==> config.mk <==
export PLATFORM = sky130hd
export DESIGN_NAME = tahoe_window_sender_top
export DESIGN_NICKNAME = d
export VERILOG_FILES = /design/src/tws_pkg.sv /design/src/tahoe_window_sender_top.sv /design/src/tws_in_reg.sv /design/src/tws_core.sv /design/src/tws_out_reg.sv
export SDC_FILE = /design/constraint.sdc
export NUM_CORES = 1
export LEC_CHECK = 0
export BUFFER_PORTS_ARGS = -buffer_cell sky130_fd_sc_hd__buf_4
export CORE_ASPECT_RATIO = 1.5
export CORE_MARGIN = 1.5
export CORE_UTILIZATION = 62
export DETAILED_ROUTE_END_ITERATION = 8
export GPL_TIMING_DRIVEN = 1
export PLACE_DENSITY = 0.83
export SLEW_MARGIN = 0
export SYNTH_ARGS = -nofsm -noshare
export SYNTH_HDL_FRONTEND = slang
export SYNTH_SLANG_ARGS = --single-unit
==> constraint.sdc <==
create_clock -name aclk -period 17.5 [get_ports aclk]
set_input_delay 1.75 -clock aclk [delete_from_list [all_inputs] [get_ports aclk]]
set_output_delay 1.75 -clock aclk [all_outputs]
set_load 0.005 [all_outputs]
==> src/tws_pkg.sv <==
// Shared types and constants for the Tahoe window sender.
`default_nettype none

package tws_pkg;

    // Field widths
    localparam int IDX_W = 24;
    localparam int WIN_W = 16;
    localparam int ID_W  = 16;
    localparam int CMD_W = 2;
    localparam int CFG_INDEX_W = 2;
    localparam int CFG_DATA_W  = 24;

    // Port packing widths
    localparam int S_TDATA_W = 16;   // ack_id
    localparam int S_TUSER_W = 2;    // command
    localparam int M_TDATA_W = 80;   // send_first, send_last, window_now, threshold_now
    localparam int M_TUSER_W = 2;    // send_valid, complete

    // Packet ids wrap at this modulus; also the window ceiling
    localparam logic [ID_W-1:0]  ID_MODULUS = 16'hFFFF;
    localparam logic [WIN_W-1:0] WIN_MAX    = 16'hFFFF;

    // Command codes
    localparam logic [CMD_W-1:0] CMD_START   = 2'd0;
    localparam logic [CMD_W-1:0] CMD_ACK     = 2'd1;
    localparam logic [CMD_W-1:0] CMD_TIMEOUT = 2'd2;

    // Configuration register indexes
    localparam logic [CFG_INDEX_W-1:0] REG_TOTAL_PACKETS     = 2'd0;
    localparam logic [CFG_INDEX_W-1:0] REG_INITIAL_WINDOW    = 2'd1;
    localparam logic [CFG_INDEX_W-1:0] REG_INITIAL_THRESHOLD = 2'd2;

    // Register reset values
    localparam logic [IDX_W-1:0] TOTAL_RESET     = 24'd1;
    localparam logic [WIN_W-1:0] WINDOW_RESET    = 16'd1;
    localparam logic [WIN_W-1:0] THRESHOLD_RESET = 16'd64;

    typedef struct packed {
        logic [CMD_W-1:0] command;
        logic [ID_W-1:0]  ack_id;
    } item_t;

    typedef struct packed {
        logic             send_valid;
        logic [IDX_W-1:0] send_first;
        logic [IDX_W-1:0] send_last;
        logic             complete;
        logic [WIN_W-1:0] window_now;
        logic [WIN_W-1:0] threshold_now;
    } result_t;

    // Packet id of an index: x mod 65535. Since 65536 = 1 mod 65535, the
    // high byte folds onto the low half; one subtract brings it into range.
    function automatic logic [ID_W-1:0] id_of(input logic [IDX_W-1:0] x);
        logic [ID_W:0] sum;
        logic [ID_W:0] reduced;
        begin
            sum = {9'b0, x[IDX_W-1:ID_W]} + {1'b0, x[ID_W-1:0]};
            reduced = sum - {1'b0, ID_MODULUS};
            if (sum >= {1'b0, ID_MODULUS}) begin
                id_of = reduced[ID_W-1:0];
            end else begin
                id_of = sum[ID_W-1:0];
            end
        end
    endfunction

endpackage

`default_nettype wire

==> src/tahoe_window_sender_top.sv <==
// Top level of the Tahoe window sender: input register, core, result register.
//
//  Channel  Direction  Handshake              Payload
//  s_       in         s_tvalid / s_tready    tdata ack_id, tuser command
//  m_       out        m_tvalid / m_tready    tdata range/window, tuser flags
//  cfg_     in         cfg_valid / cfg_ready  cfg_index, cfg_data
//
// One request per cycle sustained while m_tready keeps up; each request passes
// the input register, then the core update into the result register.
// The core's state update is a combinational compare/add path, so requests
// follow each other with no gap. cfg_ready is always high.
// aresetn is synchronous and active low; it empties both stages and loads
// the register reset values. A stalled m_tready holds the result register and
// then backs up into the input register.
`default_nettype none

module tahoe_window_sender_top (
    input  wire logic                               aclk,
    input  wire logic                               aresetn,
    // slave side
    input  wire logic                               s_tvalid,
    output logic                                    s_tready,
    input  wire logic [tws_pkg::S_TDATA_W-1:0]      s_tdata,   // [15:0] ack_id
    input  wire logic [tws_pkg::S_TUSER_W-1:0]      s_tuser,   // [1:0] command
    // master side
    output logic                                    m_tvalid,
    input  wire logic                               m_tready,
    // [23:0] send_first, [47:24] send_last, [63:48] window_now, [79:64] threshold_now
    output logic [tws_pkg::M_TDATA_W-1:0]           m_tdata,
    output logic [tws_pkg::M_TUSER_W-1:0]           m_tuser,   // [0] send_valid, [1] complete
    // configuration writes
    input  wire logic                               cfg_valid,
    output logic                                    cfg_ready,
    input  wire logic [tws_pkg::CFG_INDEX_W-1:0]    cfg_index,
    input  wire logic [tws_pkg::CFG_DATA_W-1:0]     cfg_data
);
    import tws_pkg::*;

    item_t   s_item;
    item_t   item;
    logic    item_valid;
    logic    fire;
    logic    can_load;
    result_t result;
    result_t m_result;

    assign cfg_ready = 1'b1;

    assign s_item.command = s_tuser;
    assign s_item.ack_id  = s_tdata;

    // Core consumes a request only when the result register can take the result
    assign fire = item_valid && can_load;

    tws_in_reg u_in (
        .aclk       (aclk),
        .aresetn    (aresetn),
        .s_valid    (s_tvalid),
        .s_ready    (s_tready),
        .s_item     (s_item),
        .item_valid (item_valid),
        .item       (item),
        .item_take  (fire)
    );

    tws_core u_core (
        .aclk      (aclk),
        .aresetn   (aresetn),
        .cfg_write (cfg_valid && cfg_ready),
        .cfg_index (cfg_index),
        .cfg_data  (cfg_data),
        .fire      (fire),
        .item      (item),
        .result    (result)
    );

    tws_out_reg u_out (
        .aclk     (aclk),
        .aresetn  (aresetn),
        .load     (fire),
        .result   (result),
        .can_load (can_load),
        .m_valid  (m_tvalid),
        .m_ready  (m_tready),
        .m_result (m_result)
    );

    assign m_tdata = {m_result.threshold_now, m_result.window_now,
                      m_result.send_last, m_result.send_first};
    assign m_tuser = {m_result.complete, m_result.send_valid};

endmodule

`default_nettype wire

==> src/tws_in_reg.sv <==
// Input register stage: holds one accepted request until the core takes it.
`default_nettype none

module tws_in_reg (
    input  wire logic          aclk,
    input  wire logic          aresetn,
    input  wire logic          s_valid,
    output logic               s_ready,
    input  wire tws_pkg::item_t s_item,
    output logic               item_valid,
    output tws_pkg::item_t     item,
    input  wire logic          item_take
);
    import tws_pkg::*;

    logic  valid_reg;
    logic  valid_next;
    item_t item_reg;

    // Free to load when empty or when the held request leaves this cycle
    assign s_ready    = !valid_reg || item_take;
    assign item_valid = valid_reg;
    assign item       = item_reg;

    always_comb begin
        valid_next = valid_reg;
        if (s_valid && s_ready) begin
            valid_next = 1'b1;
        end else if (item_take) begin
            valid_next = 1'b0;
        end
    end

    always_ff @(posedge aclk) begin
        if (!aresetn) begin
            valid_reg <= 1'b0;
        end else begin
            valid_reg <= valid_next;
        end
    end

    always_ff @(posedge aclk) begin
        if (s_valid && s_ready) begin
            item_reg <= s_item;
        end
    end

endmodule

`default_nettype wire

==> src/tws_core.sv <==
// Sender state, configuration registers and per-event window update.
`default_nettype none

module tws_core (
    input  wire logic                               aclk,
    input  wire logic                               aresetn,
    input  wire logic                               cfg_write,
    input  wire logic [tws_pkg::CFG_INDEX_W-1:0]    cfg_index,
    input  wire logic [tws_pkg::CFG_DATA_W-1:0]     cfg_data,
    input  wire logic                               fire,
    input  wire tws_pkg::item_t                     item,
    output tws_pkg::result_t                        result
);
    import tws_pkg::*;

    // Configuration
    logic [IDX_W-1:0] total_reg;
    logic [WIN_W-1:0] init_win_reg;
    logic [WIN_W-1:0] init_thr_reg;

    // Transfer state
    logic [IDX_W-1:0] acked_reg, acked_next;
    logic [IDX_W-1:0] sent_reg, sent_next;
    logic [WIN_W-1:0] cwnd_reg, cwnd_next;
    logic [WIN_W-1:0] thr_reg, thr_next;
    logic             active_reg, active_next;

    // Event decode
    logic             is_start, is_ack, is_tmo;
    logic [IDX_W-1:0] acked_inc;
    logic [ID_W-1:0]  exp_id;
    logic             ack_match, ack_ahead, window_end, finish, advance, restart;
    logic             do_send;
    logic [WIN_W:0]   doubled;
    logic [WIN_W-1:0] grow_w, init_w, init_thr, half_w;
    logic [IDX_W-1:0] a_sel;
    logic [WIN_W-1:0] w_sel;

    // Next window range
    logic [IDX_W:0]   nw_raw, nw_end, nw_start;
    logic [IDX_W-1:0] nw_sent;
    logic             nw_empty;

    // Decode the event and pick the base index and window for the next send
    always_comb begin
        is_start  = (item.command == CMD_START);
        is_ack    = (item.command == CMD_ACK) && active_reg;
        is_tmo    = (item.command == CMD_TIMEOUT) && active_reg;
        acked_inc = acked_reg + 24'd1;
        exp_id    = id_of(acked_inc);
        ack_match = (item.ack_id == exp_id);
        ack_ahead = (item.ack_id > exp_id);
        window_end = ack_match && (item.ack_id == id_of(sent_reg));
        finish    = is_ack && window_end && (acked_inc == total_reg);
        advance   = is_ack && window_end && !finish;
        restart   = is_tmo || (is_ack && !ack_match && ack_ahead);
        do_send   = is_start || advance || restart;

        // Slow start doubles, congestion avoidance adds one; both saturate
        doubled = {cwnd_reg, 1'b0};
        if (cwnd_reg < thr_reg) begin
            grow_w = doubled[WIN_W] ? WIN_MAX : doubled[WIN_W-1:0];
        end else if (cwnd_reg < WIN_MAX) begin
            grow_w = cwnd_reg + 16'd1;
        end else begin
            grow_w = cwnd_reg;
        end

        init_w   = (init_win_reg == '0) ? 16'd1 : init_win_reg;
        init_thr = (init_thr_reg == '0) ? 16'd1 : init_thr_reg;
        half_w   = (cwnd_reg[WIN_W-1:1] == '0) ? 16'd1 : {1'b0, cwnd_reg[WIN_W-1:1]};

        if (is_start) begin
            a_sel = '0;
            w_sel = init_w;
        end else if (advance) begin
            a_sel = acked_inc;
            w_sel = grow_w;
        end else begin
            a_sel = acked_reg;
            w_sel = 16'd1;
        end
    end

    // Range of the next window, clipped at the last packet
    always_comb begin
        nw_raw   = {1'b0, a_sel} + {9'b0, w_sel};
        nw_end   = (nw_raw > {1'b0, total_reg}) ? {1'b0, total_reg} : nw_raw;
        nw_sent  = nw_end[IDX_W-1:0];
        nw_start = {1'b0, a_sel} + 25'd1;
        nw_empty = (nw_start > nw_end);
    end

    // State update and result
    always_comb begin
        acked_next  = acked_reg;
        sent_next   = sent_reg;
        cwnd_next   = cwnd_reg;
        thr_next    = thr_reg;
        active_next = active_reg;

        if (is_start) begin
            acked_next  = '0;
            thr_next    = init_thr;
            active_next = 1'b1;
        end else if (is_ack && ack_match) begin
            acked_next = acked_inc;
        end
        if (restart) begin
            thr_next = half_w;
        end
        if (finish) begin
            active_next = 1'b0;
        end
        if (do_send) begin
            sent_next = nw_sent;
            cwnd_next = w_sel;
        end

        result.send_valid    = do_send && !nw_empty;
        result.send_first    = result.send_valid ? nw_start[IDX_W-1:0] : '0;
        result.send_last     = result.send_valid ? nw_sent : '0;
        result.complete      = finish;
        result.window_now    = cwnd_next;
        result.threshold_now = thr_next;
    end

    always_ff @(posedge aclk) begin
        if (!aresetn) begin
            acked_reg  <= '0;
            sent_reg   <= '0;
            cwnd_reg   <= WINDOW_RESET;
            thr_reg    <= THRESHOLD_RESET;
            active_reg <= 1'b0;
        end else if (fire) begin
            acked_reg  <= acked_next;
            sent_reg   <= sent_next;
            cwnd_reg   <= cwnd_next;
            thr_reg    <= thr_next;
            active_reg <= active_next;
        end
    end

    // Configuration writes; unknown indexes are dropped
    always_ff @(posedge aclk) begin
        if (!aresetn) begin
            total_reg    <= TOTAL_RESET;
            init_win_reg <= WINDOW_RESET;
            init_thr_reg <= THRESHOLD_RESET;
        end else if (cfg_write) begin
            case (cfg_index)
                REG_TOTAL_PACKETS:     total_reg    <= cfg_data;
                REG_INITIAL_WINDOW:    init_win_reg <= cfg_data[WIN_W-1:0];
                REG_INITIAL_THRESHOLD: init_thr_reg <= cfg_data[WIN_W-1:0];
                default: ;
            endcase
        end
    end

endmodule

`default_nettype wire

==> src/tws_out_reg.sv <==
// Result register stage: holds one result until the downstream side takes it.
`default_nettype none

module tws_out_reg (
    input  wire logic          aclk,
    input  wire logic          aresetn,
    input  wire logic          load,
    input  wire tws_pkg::result_t result,
    output logic               can_load,
    output logic               m_valid,
    input  wire logic          m_ready,
    output tws_pkg::result_t   m_result
);
    import tws_pkg::*;

    logic    valid_reg;
    logic    valid_next;
    result_t result_reg;

    assign can_load = !valid_reg || m_ready;
    assign m_valid  = valid_reg;
    assign m_result = result_reg;

    always_comb begin
        valid_next = valid_reg;
        if (load) begin
            valid_next = 1'b1;
        end else if (m_ready) begin
            valid_next = 1'b0;
        end
    end

    always_ff @(posedge aclk) begin
        if (!aresetn) begin
            valid_reg <= 1'b0;
        end else begin
            valid_reg <= valid_next;
        end
    end

    always_ff @(posedge aclk) begin
        if (load) begin
            result_reg <= result;
        end
    end

endmodule

`default_nettype wire

==> qor.yml <==
p_leak_nw: 7.527
drc: 0
regToRegSetupSlack_ns: 1.27
rsz0062_at_grt: "no"
period_needed_ns: 16.23
tightest_slew_ns: 1.244
grt_max_degree: 86
cp.arrival_ns: 16.49
seqPwrFrac_pct: 46.7
place_area_sq_um: 17830
ys_seq_elements: 239
max_freq_ghz: 0.06162
synth_area_leaders: "edfxtp_1 (18%), dfxtp_1 (17%), ha_1 (8.7%)"
via_per_inst: 6.637
endpoint: "u_out.m_result[51]"
relSlewSlack_pct: 16.77
drt_pass1_iterations: 8
clock_skew_ns: 0.02623
async_flop_share_pct: 0
yosysTopAreaCell: "edfxtp_1"
die-width_um: 136.6
pwr-share-comb_pct: 12.9
critical_path_class: "reg -> reg"
clockBufferDepth: 3
syn_area_sq_um: 16590
setup_viol: 0
largest_reg_flops: 82
synth_warnings: 0
dp_hpwl_um: 45980
clkTransAtPathRegs_ns: 0.07
final_antenna_net_count: 0
clock-sinks: 239
start_kind: "register"
clk_latency_ns: 0.55
ys_seq_area_share_pct: 34.88
layout-drive-gt1-share_pct: 12.58
finish.instance_area_sq_um: 18690
p_clk_share_pct: 40.4
cts_buffers: 24
p_switching_mw: 0.3563
port_buffers: 132
synth_edf_count: 100
p_int_mw: 0.9706
top_level_ports: 134
fin_setup_tns_ns: 0
grtUsageTotal_pct: 43.57
r2r_end: "u_out.m_result[51]"
syn-instance-count: 2008
antenna_found_initial: 1
r2r_start: "u_core.acked_reg[0]"
hold_class: "reg -> reg"
crit_fanout: 42
area_growth_pct: 12.66
drt_iter0_drc: 1532
path_buf_inv: 5
crit_slowest_cell: "or4_4"
start_util_pct: 62.84
htreeDepth: 1
synth_common_cells: "nand2_1 (271), nor2_1 (170), a21oi_1 (167)"
gp_congestion: 1.037
outcome: "completed"
antenna_cells: 0
rows: 73
cpPeakStageDelay_ns: 0.54
wl_per_cell_um: 24.88
synth_top_area_share_pct: 18.10
die_area_sq_um: 27770
cp.depth: 75
ys_types: 86
cap_violations: 0
peakVddDrop_mv: 0.09248
worstRegToRegCells: 75
crit_family: "compound AO/OA/AOI/OAI gates"
drv_slew: 0
synthMostInstantiatedCell: "nand2_1"
dr_total_vias: 16222
p_per_area_nw_per_um2: 71.00
fp.coreArea_sq_um: 26400
hold_start: "u_core.thr_reg[12]"
fin_util_pct: 70.80
synthFlopType: "dfxtp_1"
root_buffer: "clkbuf_16"
cts_tree: "built"
cp-startpoint: "u_core.acked_reg[0]"
overflow: 0
avgSynthCellArea_sq_um: 8.261
finalHoldViolations: 0
wl_um: 60810
crit_required_ns: 17.77
grt_pass1_wl_um: 90520
p_sw_share_pct: 26.85
grt_pass1_vias: 16140
layout.nets: 2255
cpMostUsedCell: "o21ai_0"
min_period_over_period_pct: 92.73
critPathCaptureType: "register"
chipHeight_um: 203.3
metal layers:
metal  part of all wire (%)  vias up  track usage, %  routed length (um)
met5                      0        -               0                   0
met4                     12        0           45.33                7387
met3                    7.8      385           8.103                4746
met2                     48     1009           73.21               29110
met1                     32     7489           42.99               19570
li1                       -     7339               -                   -
cell families after synthesis:
group                    Yosys count  share of synthesized area [%]
AO/OA/AOI/OAI                    497                          18.80
multiplexers                      56                          3.492
flip-flops                       239                          34.88
XOR/XNOR                         131                          7.083
other                              1                        0.02261
adder cells (fa/ha/maj)          117                          8.915
AND/OR/NAND/NOR                  755                          21.89
buffers and inverters            212                          4.925
how the worst min path moves through the flow:
| stage | to | slack [ns] | cells after the start |
|---|---|---|---|
| floorplan | u_core.init_thr_reg[0] | 0.44 | 2 |
| global placement | u_core.init_thr_reg[0] | 0.44 | 2 |
| detailed placement | u_core.thr_reg[2] | 0.45 | 2 |
| CTS | u_core.thr_reg[5] | 0.46 | 2 |
| global route | u_core.init_thr_reg[0] | 0.48 | 2 |
| finish | u_core.thr_reg[12] | 0.46 | 2 |
worst reg2reg max path, delay by kind of cell, from the launching register on:
kind	cells	cell delay, ns
AO/OA/AOI/OAI	33	6.31
AND/OR/NAND/NOR	25	4.96
adder cells (fa/ha/maj)	8	2.21
buffers and inverters	5	1.00
XOR/XNOR	3	0.53
flip-flops	1	0.47
multiplexers	1	0.46
area by class of cell:
cell class,count,area [sq um]
multi-input combinational,1558,10060
fill,2071,7709
sequential,239,5786
timing repair buffer,163,1227
clock buffer,33,676.9
tap,337,421.7
inverter,103,390.4
clock inverter,11,126.4
timing repair:
action	in CTS	in global routing
gates resized for setup	0	11
buffers inserted	0	1
hold buffers	0	0
setup endpoints to repair	0	49
placed cells by master (no fill, tap or decap), types with 17 or more instances in the layout:
master     instances
nor2_1           168
nand2_1          271
xnor2_1           89
a211oi_1          20
dfxtp_1          139
a21oi_1          166
nor4_1            17
nand4_1           36
o21a_1            20
inv_1            101
edfxtp_1         100
clkbuf_16         25
a21o_1            45
and3_1            26
buf_4            162
nand3_1           54
nor3_1            51
ha_1             115
mux2i_1           38
o21ai_0          109
a22oi_1           21
xor2_1            39
stage by stage:
step / hold slack (ns) / power, mW / instances / setup WS (ns)
4_1_cts: 0.4623 / 1.322 / 2443 / 0.8915
2_1_floorplan: 0.4361 / 0.7314 / 2009 / 2.530
6_report: 0.4629 / 1.327 / 2444 / 1.272
3_3_place_gp: 0.4409 / 0.7907 / 2399 / 1.688
5_1_grt: 0.4789 / 1.363 / 2444 / 0.01055
3_5_place_dp: 0.4481 / 0.7953 / 2399 / 1.004
power by group through the flow:
stage	clock network, mW	registers [mW]	logic, mW
2_1_floorplan	0	0.622	0.109
3_3_place_gp	0	0.630	0.160
3_5_place_dp	0	0.631	0.165
4_1_cts	0.537	0.619	0.167
5_1_grt	0.557	0.621	0.186
6_report	0.536	0.620	0.171
Note: power is estimated with default switching activity, not from simulation.
